### src/hdl/ppdbd_pkg.sv
package ppdbd_pkg;

    // period codes
    typedef logic [2:0] t_code;
    localparam t_code CODE_NONE  = 3'd0;
    localparam t_code CODE_ONE   = 3'd1;
    localparam t_code CODE_TWO   = 3'd2;
    localparam t_code CODE_THREE = 3'd3;
    localparam t_code CODE_STOP  = 3'd4;
    localparam t_code CODE_START = 3'd5;

    // result events
    typedef logic [1:0] t_event;
    localparam t_event EV_BIT   = 2'd0;
    localparam t_event EV_STOP  = 2'd1;
    localparam t_event EV_ABORT = 2'd2;
    localparam t_event EV_CUT   = 2'd3;

    // register indexes (byte address / 4)
    typedef logic [1:0] t_reg_idx;
    localparam t_reg_idx REG_STEP     = 2'd0;
    localparam t_reg_idx REG_SHORTEST = 2'd1;
    localparam t_reg_idx REG_LONGEST  = 2'd2;

    localparam logic [15:0] STEP_RESET     = 16'd3125;
    localparam logic [15:0] SHORTEST_RESET = 16'd3125;
    localparam logic [15:0] LONGEST_RESET  = 16'd15625;

    localparam logic [7:0] COUNT_MAX = 8'd255;

    typedef struct packed {
        logic [15:0] step_us;
        logic [15:0] shortest_code_us;
        logic [15:0] longest_code_us;
    } t_cfg;

    // classified word passed from front to back
    typedef struct packed {
        t_code code;
        logic  capture_end;
    } t_sym;

    typedef struct packed {
        t_event     event_res;
        logic       bit_value;
        logic [7:0] frame_length;
        logic       last_result;
    } t_result;

endpackage

### src/hdl/ppdbd_queue.sv
module ppdbd_queue #(
    parameter int DEPTH = 2
) (
    input  logic            i_clk,
    input  logic            i_rst_n,
    input  logic            i_push,
    input  ppdbd_pkg::t_sym i_sym,
    output logic            o_full,
    input  logic            i_pop,
    output ppdbd_pkg::t_sym o_sym,
    output logic            o_empty
);
    import ppdbd_pkg::*;

    localparam int PW = (DEPTH > 1) ? $clog2(DEPTH) : 1;
    localparam int CW = $clog2(DEPTH + 1);

    t_sym          r_mem [DEPTH];
    logic [PW-1:0] r_wp, r_rp;
    logic [CW-1:0] r_count;
    logic          wr, rd;

    assign o_full  = (r_count == CW'(DEPTH));
    assign o_empty = (r_count == '0);
    assign wr      = i_push && !o_full;
    assign rd      = i_pop && !o_empty;
    assign o_sym   = r_mem[r_rp];

    always_ff @(posedge i_clk) begin
        if (!i_rst_n) begin
            r_wp    <= '0;
            r_rp    <= '0;
            r_count <= '0;
        end else begin
            if (wr) begin
                r_wp <= (r_wp == PW'(DEPTH - 1)) ? '0 : r_wp + 1'b1;
            end
            if (rd) begin
                r_rp <= (r_rp == PW'(DEPTH - 1)) ? '0 : r_rp + 1'b1;
            end
            if (wr && !rd) begin
                r_count <= r_count + 1'b1;
            end else if (rd && !wr) begin
                r_count <= r_count - 1'b1;
            end
        end
    end

    always_ff @(posedge i_clk) begin
        if (wr) begin
            r_mem[r_wp] <= i_sym;
        end
    end

endmodule

### src/hdl/ppdbd_front.sv
module ppdbd_front (
    input  logic            i_clk,
    input  logic            i_rst_n,
    input  ppdbd_pkg::t_cfg i_cfg,
    input  logic            i_in_valid,
    output logic            o_in_ready,
    input  logic [15:0]     i_period_us,
    input  logic            i_capture_end,
    output logic            o_push,
    output ppdbd_pkg::t_sym o_sym,
    input  logic            i_full
);
    import ppdbd_pkg::*;

    // restoring divide of a 17-bit dividend, one quotient bit a cycle
    localparam int DIV_STEPS = 17;
    localparam int CNT_W     = $clog2(DIV_STEPS);

    typedef enum logic [1:0] {
        S_IDLE,
        S_DIV,
        S_PUSH
    } t_state;

    t_state           r_state;
    logic [CNT_W-1:0] r_cnt;
    logic [15:0]      r_rem;
    logic [16:0]      r_dvd;
    logic             r_reject;
    logic             r_cap;

    logic [15:0] half;
    logic [16:0] sum;
    logic [16:0] upper;
    logic        reject;
    logic [16:0] shifted;
    logic [16:0] diff;
    logic        ge;
    logic        accept;

    assign half    = {1'b0, i_cfg.step_us[15:1]};
    assign sum     = {1'b0, i_period_us} + {1'b0, half};
    assign upper   = {1'b0, i_cfg.longest_code_us} + {1'b0, half};
    assign reject  = (i_cfg.step_us == 16'd0)
                  || (sum < {1'b0, i_cfg.shortest_code_us})
                  || ({1'b0, i_period_us} > upper);

    assign shifted = {r_rem, r_dvd[16]};
    assign ge      = (shifted >= {1'b0, i_cfg.step_us});
    assign diff    = shifted - {1'b0, i_cfg.step_us};

    assign o_in_ready = (r_state == S_IDLE);
    assign accept     = i_in_valid && o_in_ready;
    assign o_push     = (r_state == S_PUSH);

    // quotient now sits in r_dvd
    always_comb begin
        o_sym.capture_end = r_cap;
        if (!r_reject && (r_dvd != 17'd0) && (r_dvd <= 17'(CODE_START))) begin
            o_sym.code = r_dvd[2:0];
        end else begin
            o_sym.code = CODE_NONE;
        end
    end

    always_ff @(posedge i_clk) begin
        if (!i_rst_n) begin
            r_state <= S_IDLE;
            r_cnt   <= '0;
        end else begin
            case (r_state)
                S_IDLE: begin
                    if (accept) begin
                        r_state <= S_DIV;
                        r_cnt   <= CNT_W'(DIV_STEPS - 1);
                    end
                end
                S_DIV: begin
                    r_cnt <= r_cnt - 1'b1;
                    if (r_cnt == '0) begin
                        r_state <= S_PUSH;
                    end
                end
                S_PUSH: begin
                    if (!i_full) begin
                        r_state <= S_IDLE;
                    end
                end
                default: r_state <= S_IDLE;
            endcase
        end
    end

    always_ff @(posedge i_clk) begin
        if (accept) begin
            r_rem    <= '0;
            r_dvd    <= sum;
            r_reject <= reject;
            r_cap    <= i_capture_end;
        end else if (r_state == S_DIV) begin
            r_rem <= ge ? diff[15:0] : shifted[15:0];
            r_dvd <= {r_dvd[15:0], ge};
        end
    end

endmodule

### src/hdl/ppdbd_back.sv
module ppdbd_back (
    input  logic               i_clk,
    input  logic               i_rst_n,
    input  ppdbd_pkg::t_sym    i_sym,
    input  logic               i_empty,
    output logic               o_pop,
    output logic               o_out_valid,
    input  logic               i_out_ready,
    output ppdbd_pkg::t_result o_result
);
    import ppdbd_pkg::*;

    logic       r_in_frame;
    logic       r_prev_bit;
    logic [7:0] r_bit_count;
    logic       r_out_valid;
    t_result    r_out;
    logic       r_pend_valid;
    t_result    r_pend;

    logic       fst_v;
    t_result    fst;
    logic       a_nf, a_pb;
    logic [7:0] a_cnt;
    logic       cut_v;
    t_result    cut;
    logic       good;
    logic       bit_v;
    logic       out_free;

    assign out_free    = !r_out_valid || i_out_ready;
    assign o_pop       = !i_empty && !r_pend_valid && out_free;
    assign o_out_valid = r_out_valid;
    assign o_result    = r_out;

    always_comb begin
        fst_v = 1'b0;
        fst   = '0;
        a_nf  = r_in_frame;
        a_pb  = r_prev_bit;
        a_cnt = r_bit_count;
        good  = 1'b0;
        bit_v = 1'b0;

        // differential bit against the previous one
        if (r_prev_bit) begin
            good  = (i_sym.code == CODE_ONE) || (i_sym.code == CODE_TWO);
            bit_v = (i_sym.code == CODE_TWO);
        end else begin
            good  = (i_sym.code == CODE_TWO) || (i_sym.code == CODE_THREE);
            bit_v = (i_sym.code == CODE_THREE);
        end

        if (i_sym.code == CODE_START) begin
            fst_v              = r_in_frame && (r_bit_count != 8'd0);
            fst.event_res      = EV_CUT;
            fst.frame_length   = r_bit_count;
            a_nf               = 1'b1;
            a_pb               = 1'b1;
            a_cnt              = 8'd0;
        end else if (r_in_frame) begin
            fst_v = 1'b1;
            if (i_sym.code == CODE_STOP) begin
                fst.event_res    = EV_STOP;
                fst.frame_length = r_bit_count;
                a_nf             = 1'b0;
                a_cnt            = 8'd0;
            end else if (!good) begin
                fst.event_res    = EV_ABORT;
                fst.frame_length = r_bit_count;
                a_nf             = 1'b0;
                a_cnt            = 8'd0;
            end else begin
                a_cnt            = (r_bit_count == COUNT_MAX) ? COUNT_MAX
                                                              : r_bit_count + 8'd1;
                a_pb             = bit_v;
                fst.event_res    = EV_BIT;
                fst.bit_value    = bit_v;
                fst.frame_length = a_cnt;
            end
        end

        // capture end closes a non-empty open frame
        cut_v              = i_sym.capture_end && a_nf && (a_cnt != 8'd0);
        cut                = '0;
        cut.event_res      = EV_CUT;
        cut.frame_length   = a_cnt;
        cut.last_result    = 1'b1;
        fst.last_result    = !cut_v;
    end

    always_ff @(posedge i_clk) begin
        if (!i_rst_n) begin
            r_in_frame   <= 1'b0;
            r_prev_bit   <= 1'b1;
            r_bit_count  <= 8'd0;
            r_out_valid  <= 1'b0;
            r_pend_valid <= 1'b0;
        end else begin
            if (o_pop) begin
                if (i_sym.capture_end) begin
                    r_in_frame  <= 1'b0;
                    r_prev_bit  <= 1'b1;
                    r_bit_count <= 8'd0;
                end else begin
                    r_in_frame  <= a_nf;
                    r_prev_bit  <= a_pb;
                    r_bit_count <= a_cnt;
                end
            end
            if (out_free) begin
                if (r_pend_valid) begin
                    r_out        <= r_pend;
                    r_out_valid  <= 1'b1;
                    r_pend_valid <= 1'b0;
                end else if (o_pop && (fst_v || cut_v)) begin
                    r_out        <= fst_v ? fst : cut;
                    r_out_valid  <= 1'b1;
                    r_pend       <= cut;
                    r_pend_valid <= fst_v && cut_v;
                end else begin
                    r_out_valid <= 1'b0;
                end
            end
        end
    end

endmodule

### src/hdl/pulse_period_differential_bit_decoder_unit.sv
// Path: an accepted word passes the front's 17-step serial divider, the queue, the back
// and its output register. The front takes no new word until the last one is pushed.
// A second result (capture-end cut) follows in the cycle after the first is taken.
// Reset (i_rst_n low, synchronous): registers return to 3125/3125/15625, no frame open,
// previous bit 1, count 0, queue and output stage empty. No clearing pass.
module pulse_period_differential_bit_decoder_unit #(
    parameter int QUEUE_DEPTH = 2
) (
    input  logic        i_clk,
    input  logic        i_rst_n,
    // configuration port
    input  logic        psel,
    input  logic        penable,
    input  logic        pwrite,
    input  logic [3:0]  paddr,
    input  logic [31:0] pwdata,
    output logic [31:0] prdata,
    output logic        pready,
    // input words
    input  logic        i_in_valid,
    output logic        o_in_ready,
    input  logic [15:0] i_period_us,
    input  logic        i_capture_end,
    // result words
    output logic        o_out_valid,
    input  logic        i_out_ready,
    output logic [1:0]  o_event_res,
    output logic        o_bit_value,
    output logic [7:0]  o_frame_length,
    output logic        o_last_result
);
    import ppdbd_pkg::*;

    // Configuration registers live here. The user must change them only while the block is
    // idle; the block does not enforce it. The front reads them directly, no shadow copy.
    t_cfg     r_cfg;
    t_reg_idx reg_idx;
    logic     cfg_wr;

    t_sym     push_sym;
    logic     push;
    logic     full;
    t_sym     head_sym;
    logic     empty;
    logic     pop;
    t_result  result;

    assign pready  = 1'b1;
    assign reg_idx = paddr[3:2];
    assign cfg_wr  = psel && penable && pwrite && pready;

    always_ff @(posedge i_clk) begin
        if (!i_rst_n) begin
            r_cfg.step_us          <= STEP_RESET;
            r_cfg.shortest_code_us <= SHORTEST_RESET;
            r_cfg.longest_code_us  <= LONGEST_RESET;
        end else if (cfg_wr) begin
            case (reg_idx)
                REG_STEP:     r_cfg.step_us          <= pwdata[15:0];
                REG_SHORTEST: r_cfg.shortest_code_us <= pwdata[15:0];
                REG_LONGEST:  r_cfg.longest_code_us  <= pwdata[15:0];
                default: ;    // beyond the register list: ignored
            endcase
        end
    end

    always_comb begin
        case (reg_idx)
            REG_STEP:     prdata = {16'd0, r_cfg.step_us};
            REG_SHORTEST: prdata = {16'd0, r_cfg.shortest_code_us};
            REG_LONGEST:  prdata = {16'd0, r_cfg.longest_code_us};
            default:      prdata = 32'd0;
        endcase
    end

    // Front: window check at acceptance, then round-to-nearest divide.
    ppdbd_front u_front (
        .i_clk         (i_clk),
        .i_rst_n       (i_rst_n),
        .i_cfg         (r_cfg),
        .i_in_valid    (i_in_valid),
        .o_in_ready    (o_in_ready),
        .i_period_us   (i_period_us),
        .i_capture_end (i_capture_end),
        .o_push        (push),
        .o_sym         (push_sym),
        .i_full        (full)
    );

    // Short queue of classified codes so either side may stall alone.
    ppdbd_queue #(
        .DEPTH (QUEUE_DEPTH)
    ) u_queue (
        .i_clk   (i_clk),
        .i_rst_n (i_rst_n),
        .i_push  (push),
        .i_sym   (push_sym),
        .o_full  (full),
        .i_pop   (pop),
        .o_sym   (head_sym),
        .o_empty (empty)
    );

    // Back: frame state machine, output register plus one pending slot
    // for the capture-end cut that may follow a data bit.
    ppdbd_back u_back (
        .i_clk       (i_clk),
        .i_rst_n     (i_rst_n),
        .i_sym       (head_sym),
        .i_empty     (empty),
        .o_pop       (pop),
        .o_out_valid (o_out_valid),
        .i_out_ready (i_out_ready),
        .o_result    (result)
    );

    assign o_event_res    = result.event_res;
    assign o_bit_value    = result.bit_value;
    assign o_frame_length = result.frame_length;
    assign o_last_result  = result.last_result;

endmodule

### config.mk
export PLATFORM = sky130hd
export DESIGN_NAME = pulse_period_differential_bit_decoder_unit
export DESIGN_NICKNAME = d
export VERILOG_FILES = /design/src/hdl/ppdbd_pkg.sv /design/src/hdl/ppdbd_queue.sv /design/src/hdl/ppdbd_front.sv /design/src/hdl/ppdbd_back.sv /design/src/hdl/pulse_period_differential_bit_decoder_unit.sv
export SDC_FILE = /design/constraint.sdc
export NUM_CORES = 1
export LEC_CHECK = 0
export ABC_AREA = 1
export BUFFER_PORTS_ARGS = -buffer_cell sky130_fd_sc_hd__buf_2
export CAP_MARGIN = 20
export CORE_ASPECT_RATIO = 2
export CORE_MARGIN = 3
export CORE_UTILIZATION = 54
export DETAILED_ROUTE_END_ITERATION = 12
export PLACE_DENSITY = 0.78
export SYNTH_ARGS = -nofsm -noshare
export SYNTH_HDL_FRONTEND = slang
export SYNTH_SLANG_ARGS = --single-unit
### constraint.sdc
create_clock -name i_clk -period 3 [get_ports i_clk]
set_input_delay 0.15 -clock i_clk [delete_from_list [all_inputs] [get_ports i_clk]]
set_output_delay 0.15 -clock i_clk [all_outputs]
set_load 0.05 [all_outputs]
* Word-level counts from Yosys, hierarchy flattened *
Memories as Yosys holds them, arrays and structs flattened. A register that Yosys moved wholly into a read port is not among the register bits.
Index checks and enable logic that the tools add are counted.

operators by class
  shift-type cells = 0
  bitwise gates (word level) = 1
  divide/modulo/power cells = 0
  equal/unequal tests = 15
  multipliers = 0
  reduce and logical (&&, ||, !) cells = 52
  add/sub/neg operators = 9
  mux-type cells = 56
  $lt $le $gt $ge = 4

operator list
  operator                                               count
  two-way mux 8 bit                                      9
  one-hot mux 16 bit (3 select lines)                    1
  adder 16 x 15 -> 17 bit                                2
  two-way mux 17 bit                                     2
  two-way mux 1 bit                                      27
  two-way mux 12 bit                                     2
  greater-or-equal comparator 17 x 16 -> 1 bit           1
  greater-than comparator 16 x 17 -> 1 bit               1
  <= comparator 17 x 3 -> 1 bit (second input constant)  1
  less-than comparator 17 x 16 -> 1 bit                  1
  nonzero test 17 bit                                    1
  logical AND 1 bit                                      16
  zero test 16 bit                                       1
  two-way mux 16 bit                                     1
  two-way mux 2 bit                                      8
  nonzero test 8 bit                                     2
  subtractor 16 bit                                      1
  two-way mux 11 bit                                     1
  one-hot mux 5 bit (2 select lines)                     1
  two-way mux 9 bit                                      1
  adder 8 x 1 -> 8 bit (second input constant)           1
  == test 8 bit (second input constant)                  1
  zero test 1 bit                                        8
  AND reduction 2 bit                                    4
  23 further kinds                                       43

word-level totals
  flip-flop bits (word level) = 126
  memory bits (read-only) = 0
  memory bits (writable) = 8
  memories kept = 1
  latch bits = 0
  input port bits = 60

memories
  name           depth  bits a word  rd ports  clocked after memory_dff  wr ports  RTL line           RTL
  u_queue.r_mem  2      4            1         1                         1         ppdbd_queue.sv:18  t_sym r_mem [DEPTH];

* Depth between registers and ports, before layout *
  depth after elaboration = 13
  mapped depth = 20

* By module *
From an unflattened synthesis, not the netlist that was laid out.

unflattened totals
  cell total of the unflattened synthesis = 1397
  area, all modules = 9749.4 um2

by module, submodules not included
  module                                      instances  area each (um2)  sequential area each (um2)  cells an instance
  ppdbd_front                                 1          5029.8           1031.0                      747
  pulse_period_differential_bit_decoder_unit  1          2333.5           960.9                       352
  ppdbd_back                                  1          1853.0           840.8                       248
  ppdbd_queue                                 1          533.0            340.3                       50

* Least setup slack after synthesis *
OpenSTA, ideal clock, no wires.

  path kind = flip-flop to flip-flop
  from = register r_cfg[2] in the netlist's numbering
  to = register u_front.r_reject (data pin)
  slack = 0.092 ns
  arrival = 2.649 ns
  buffers on the path = 0
  setup time = 0.259 ns
  cell stages (with the launch flop) = 20
  required time = 2.741 ns
  cells stage by stage = dfxtp_1 -> ha_1 -> a21oi_1 -> nand2_1 -> nand2_1 -> nand3_1 -> nand2_1 -> o21ai_1 -> a21boi_0 -> o21ai_1 -> nand2_1 -> nand2_1 -> ha_1 -> inv_1 -> nor3_1 -> nand4_1 -> nor4_1 -> nor2_1 -> nand3_1 -> nand3_1

on the way
  longest elaborated chain between the ends = 3

RTL lines
  what                                      RTL line                                          RTL
  from (decl)                               pulse_period_differential_bit_decoder_unit.sv:36  t_cfg r_cfg;
  adder 16 x 15 -> 17 bit                   ppdbd_front.sv:43                                 assign upper = {1'b0, i_cfg.longest_code_us} + {1'b0, half};
  greater-than comparator 16 x 17 -> 1 bit  ppdbd_front.sv:46                                 || ({1'b0, i_period_us} > upper);
  logical OR 1 bit                          ppdbd_front.sv:46
  via u_front.reject                        ppdbd_front.sv:35                                 logic reject;
  to (signal assigned)                      ppdbd_front.sv:98                                 r_reject <= reject;
  to (decl)                                 ppdbd_front.sv:29                                 logic r_reject;

The timed path passes the listed nets, and every way through them passes these cells.
A chain may end at the register's enable or synchronous reset.

* Final worst setup path *
  from = register r_cfg[33] in the netlist's numbering
  to = register u_front.r_reject (data pin)

on the way
  longest elaborated chain between the ends = 4

RTL lines
  what                                   RTL line           RTL
  adder 16 x 15 -> 17 bit                ppdbd_front.sv:42  assign sum = {1'b0, i_period_us} + {1'b0, half};
  less-than comparator 17 x 16 -> 1 bit  ppdbd_front.sv:45  || (sum < {1'b0, i_cfg.shortest_code_us})
  logical OR 1 bit                       ppdbd_front.sv:45
  logical OR 1 bit *                     ppdbd_front.sv:46
  via u_front.reject                     ppdbd_front.sv:35

The timed path passes the listed nets; every way through them passes the cells marked *.

==> flow_summary.yaml <==
grt:
  grt.busiest_layer: "met2"
  number_of_antenna_violations_at_the_first_check_in_global_routing: 0
  grt_first_pass_wirelength_mm: 42.3
  global_route.overflow_total: 0
  grt_usage: 0.284
  grt_pass1_vias: 8852
  groute.layer.met2.usage: 0.548
  grt_max_degree: 55
  gr-usage-met3: 0.0398
  groute.layer.met1.usage: 0.261
cts:
  htreeDepth: 4
  clk_root_buffer_cell: "sky130_fd_sc_hd__clkbuf_16"
  clock_sink_count: 135
  worst_skew_pair.late_latency_ps: 420
  cts_tree: "yes"
  clockBufferDepth: 2
  cts_inserted_buffers: 17
  clk_pin_slew_ps: 60
timing:
  final-setup-viol-count: 1
  post_layout_min_period_ps: 3090
  report.final.slew_viol_count: 0
  rsz0062_at_grt: "true"
  max-slew-margin-rel: 0.538
  final_critical_path_setup_slack_ps: -87.2
  tightestPinTransition_ps: 687
  fin_setup_tns_ps: -87.2
  worst_clock_skew_ps: 10.0
  fmaxAchievable_mhz: 324
  worst_hold_slack_ps: 10.2
  fin_crit_sh: 1.03
  report.final.hold_viol_count: 0
drt:
  drt.antenna.violating_nets: 0
  dr.first_iter.drc_count: 446
  via_count: 8919
  detail_route.wirelength_mm: 26.5
  drt_first_pass_iters: 6
  remaining_drc_errors: 0
  vias_per_inst: 5.68
  average_wire_per_standard_cell_um: 16.9
status:
  failed_checks: "setup timing"
  run_status: "finished with violations"
worst_setup_path:
  crit_start: "r_cfg[33]$_SDFFE_PN0P_"
  crit_fanout: 4
  critPathLaunchType: "flop"
  setup.worst_path.end: "u_front.r_reject$_DFFE_PP_"
  r2r_slack_ps: -90
  required_ps: 3160
  worstPathCellList: "buf_4 > ha_2 > fa_2 > nand3_1 > nand2_1 > nand2_1 > nand2_2 > nand2_1 > nand2_1 > a21oi_2 > xor2_1 > inv_1 > ha_4 > a21oi_2 > nor2_1 > a211oi_2 > nor3_1 > nor2_1 > nand3_1 > nand3_1"
  rr_endpoint: "u_front.r_reject$_DFFE_PP_"
  critPathMaxStageDelay_ps: 350
  cp-end-kind: "flop"
  cp.arrival_ps: 3250
  most_prevalent_standard_cell_on_the_critical_path: "sky130_fd_sc_hd__nand2_1"
  crit_type: "flop to flop"
  timing.critical_path.slowest_stage_cell: "sky130_fd_sc_hd__fa_2"
  r2r.worst_path.cells: 20
  r2r-start: "r_cfg[33]$_SDFFE_PN0P_"
yosys:
  yosys.area_share.xor_xnor: 0.0351
  yosys-mux-area-fraction: 0
  post_synth_and_or_nand_nor_area_fraction: 0.263
  ys_types: 49
  ffs_w_async_s_r_synth: 0
  adder_and_majority_cell_fraction_of_the_synthesized_area: 0.118
  yosys_most_used_dff: "sky130_fd_sc_hd__dfxtp_1"
  edff_count_synth: 47
  syn-instance-count: 1232
  yosysWarningCount: 0
  synth_compound_gate_area_share: 0.157
  synth.area.top_cells: "sky130_fd_sc_hd__dfxtp_1 (19%), sky130_fd_sc_hd__edfxtp_1 (15%), sky130_fd_sc_hd__nand2_1 (12%)"
  synth_top_family_by_area: "simple AND/OR/NAND/NOR gates"
  syn_area_per_cell_um2: 7.49
  synthDominantAreaCellType: "sky130_fd_sc_hd__dfxtp_1"
  synth_top_area_share: 0.191
  mappedNetlistArea_um2: 9230
  synth-seq-area-share: 0.344
  synth.most_common_cell: "sky130_fd_sc_hd__nand2_1"
  flip_flop_and_latch_count_after_synthesis: 135
  synth.top_cells.by_count: "sky130_fd_sc_hd__nand2_1 (294), sky130_fd_sc_hd__inv_1 (119), sky130_fd_sc_hd__a21oi_1 (96)"
place:
  detailed_placement_hpwl_mm: 20.8
  port_buffers: 71
  gp_congestion: 0.974
min_path:
  hold_path.class: "input port to flop"
die:
  initial_cell_density_of_the_core: 0.551
  num_rows: 67
  boundaryPins: 107
  core_um2: 16800
  design.die.area_um2: 18800
  die_x_um: 98.5
  die_y_um: 191
power_and_ir_drop:
  internal-power_mw: 4.31
  power_leakage_nw: 5.01
  p_sw_mw: 2.45
  switching_share: 0.363
  vdd_drop_max_uv: 543
  power.density_nw_per_um2: 623
  design_power_total_mw: 6.76
  clkPwrFrac: 0.324
  combinationalPowerShare: 0.339
  pwr-share-seq: 0.336
cells_and_area:
  nets: 1496
  layout-area-overhead-vs-synth_pct: 17.5
  antenna_cells_inserted: 0
  drive_gt1_frac: 0.159
run:
  max_capacitance_violation_count: 0
==> flip-flops by register name, indices dropped and copies added, names as in the netlist, 2 cells and up, named ones only <==
| name | flops |
|---|---|
| r_cfg | 48 |
| u_front.r_dvd | 17 |
| u_front.r_rem | 16 |
| u_back.o_result | 12 |
| u_back.r_bit_count | 8 |
| u_back.r_pend | 8 |
| u_queue.r_mem | 8 |
| u_front.r_cnt | 5 |
| u_front.r_state | 2 |
| u_queue.r_count | 2 |
==> layout by cell type (no fill, tap or decap), drive strengths merged, types with 2 or more instances in the layout <==
cell and instances:
or2 2, nor3 13, fa 3, nand4 14
clkbuf 23, dfxtp 88, o211ai 24, nand3b 20
o221ai 15, a21o 6, a21oi 99, xor2 24
nand3 86, ha 82, inv 127, xnor2 13
bufinv 2, a21boi 3, o21ai 79, nor2 90
buf 126, dlygate4sd3 12, conb 17, a31oi 7
edfxtp 47, nor4 9, a211oi 6, clkinv 6
nand2 311, o31ai 3
==> metal layers <==
layer / vias up / routed length, um
met3: 107 / 1050
met5: - / 0
met2: 316 / 14500
met4: 0 / 2030
met1: 4095 / 8910
li1: 4401 / -
==> worst max-delay path: cells and delay by family, from the launching register on <==
family	cells	cell delay, ps
buffers and inverters	2	270
and+or+nand+nor	11	960
DFF	1	320
AOI/OAI and AO/OA	3	220
xor gates and xnor gates	1	240
adders and majority gates	3	810
==> timing repair <==
action / CTS / global route
hold buffers: 12 / 0
endpoints found under the hold margin: 17 / 0
pin swaps: 4 / 2
endpoints found under the setup margin: 1 / 1
gates resized for setup: 14 / 10
cloned: 0 / 0
setup buffers: 5 / 1
==> cell families after synthesis <==
kind of cell | after synthesis
flops | 135
compound gates | 245
simple gates | 548
buf+inv | 180
fa+ha+maj | 85
other cells | 2
xor+xnor | 37
==> layout make-up <==
type,count,area (um2)
timing repair buffer,138,888
clock buffer,23,509
tap,207,259
inverter,127,477
multi-input combinational,932,5430
clock inverter,9,111
fill,1486,5920
sequential,135,3180
==> how the worst min path moves through the flow <==
| stage | start | end | slack [ps] | cells past startpoint |
|---|---|---|---|---|
| after floorplan | i_capture_end | u_front.r_cap$_DFFE_PP_ | 250 | 0 |
| after global placement | i_capture_end | u_front.r_cap$_DFFE_PP_ | 330 | 1 |
| after detailed placement | i_capture_end | u_front.r_cap$_DFFE_PP_ | 330 | 1 |
| after CTS | pwdata[14] | r_cfg[14]$_SDFFE_PN0P_ | 7 | 3 |
| after global routing | pwdata[14] | r_cfg[14]$_SDFFE_PN0P_ | 20 | 3 |
| final | pwdata[14] | r_cfg[14]$_SDFFE_PN0P_ | 10 | 3 |
==> power by group through the flow <==
stage / sequential [mW] / clock, mW / combinational, mW
final: 2.28 / 2.19 / 2.29
after global routing: 2.30 / 2.28 / 2.59
after CTS: 2.27 / 2.20 / 2.27
after detailed placement: 2.31 / 0 / 2.22
after global placement: 2.30 / 0 / 2.17
after floorplan: 2.27 / 0 / 1.73
==> through the flow <==
| step | setup slack [ps] | instance area (um2) | std cells | utilization |
|---|---|---|---|---|
| after global placement | -105 | 9980 | 1521 | 0.595 |
| after detailed placement | -236 | 9980 | 1521 | 0.595 |
| after global routing | -249 | 10900 | 1571 | 0.647 |
| final | -87.2 | 10900 | 1571 | 0.647 |
| after floorplan | 91.8 | 9290 | 1247 | - |
| after CTS | 25.7 | 10800 | 1570 | 0.645 |
Note: power is estimated with default switching activity, not from simulation.
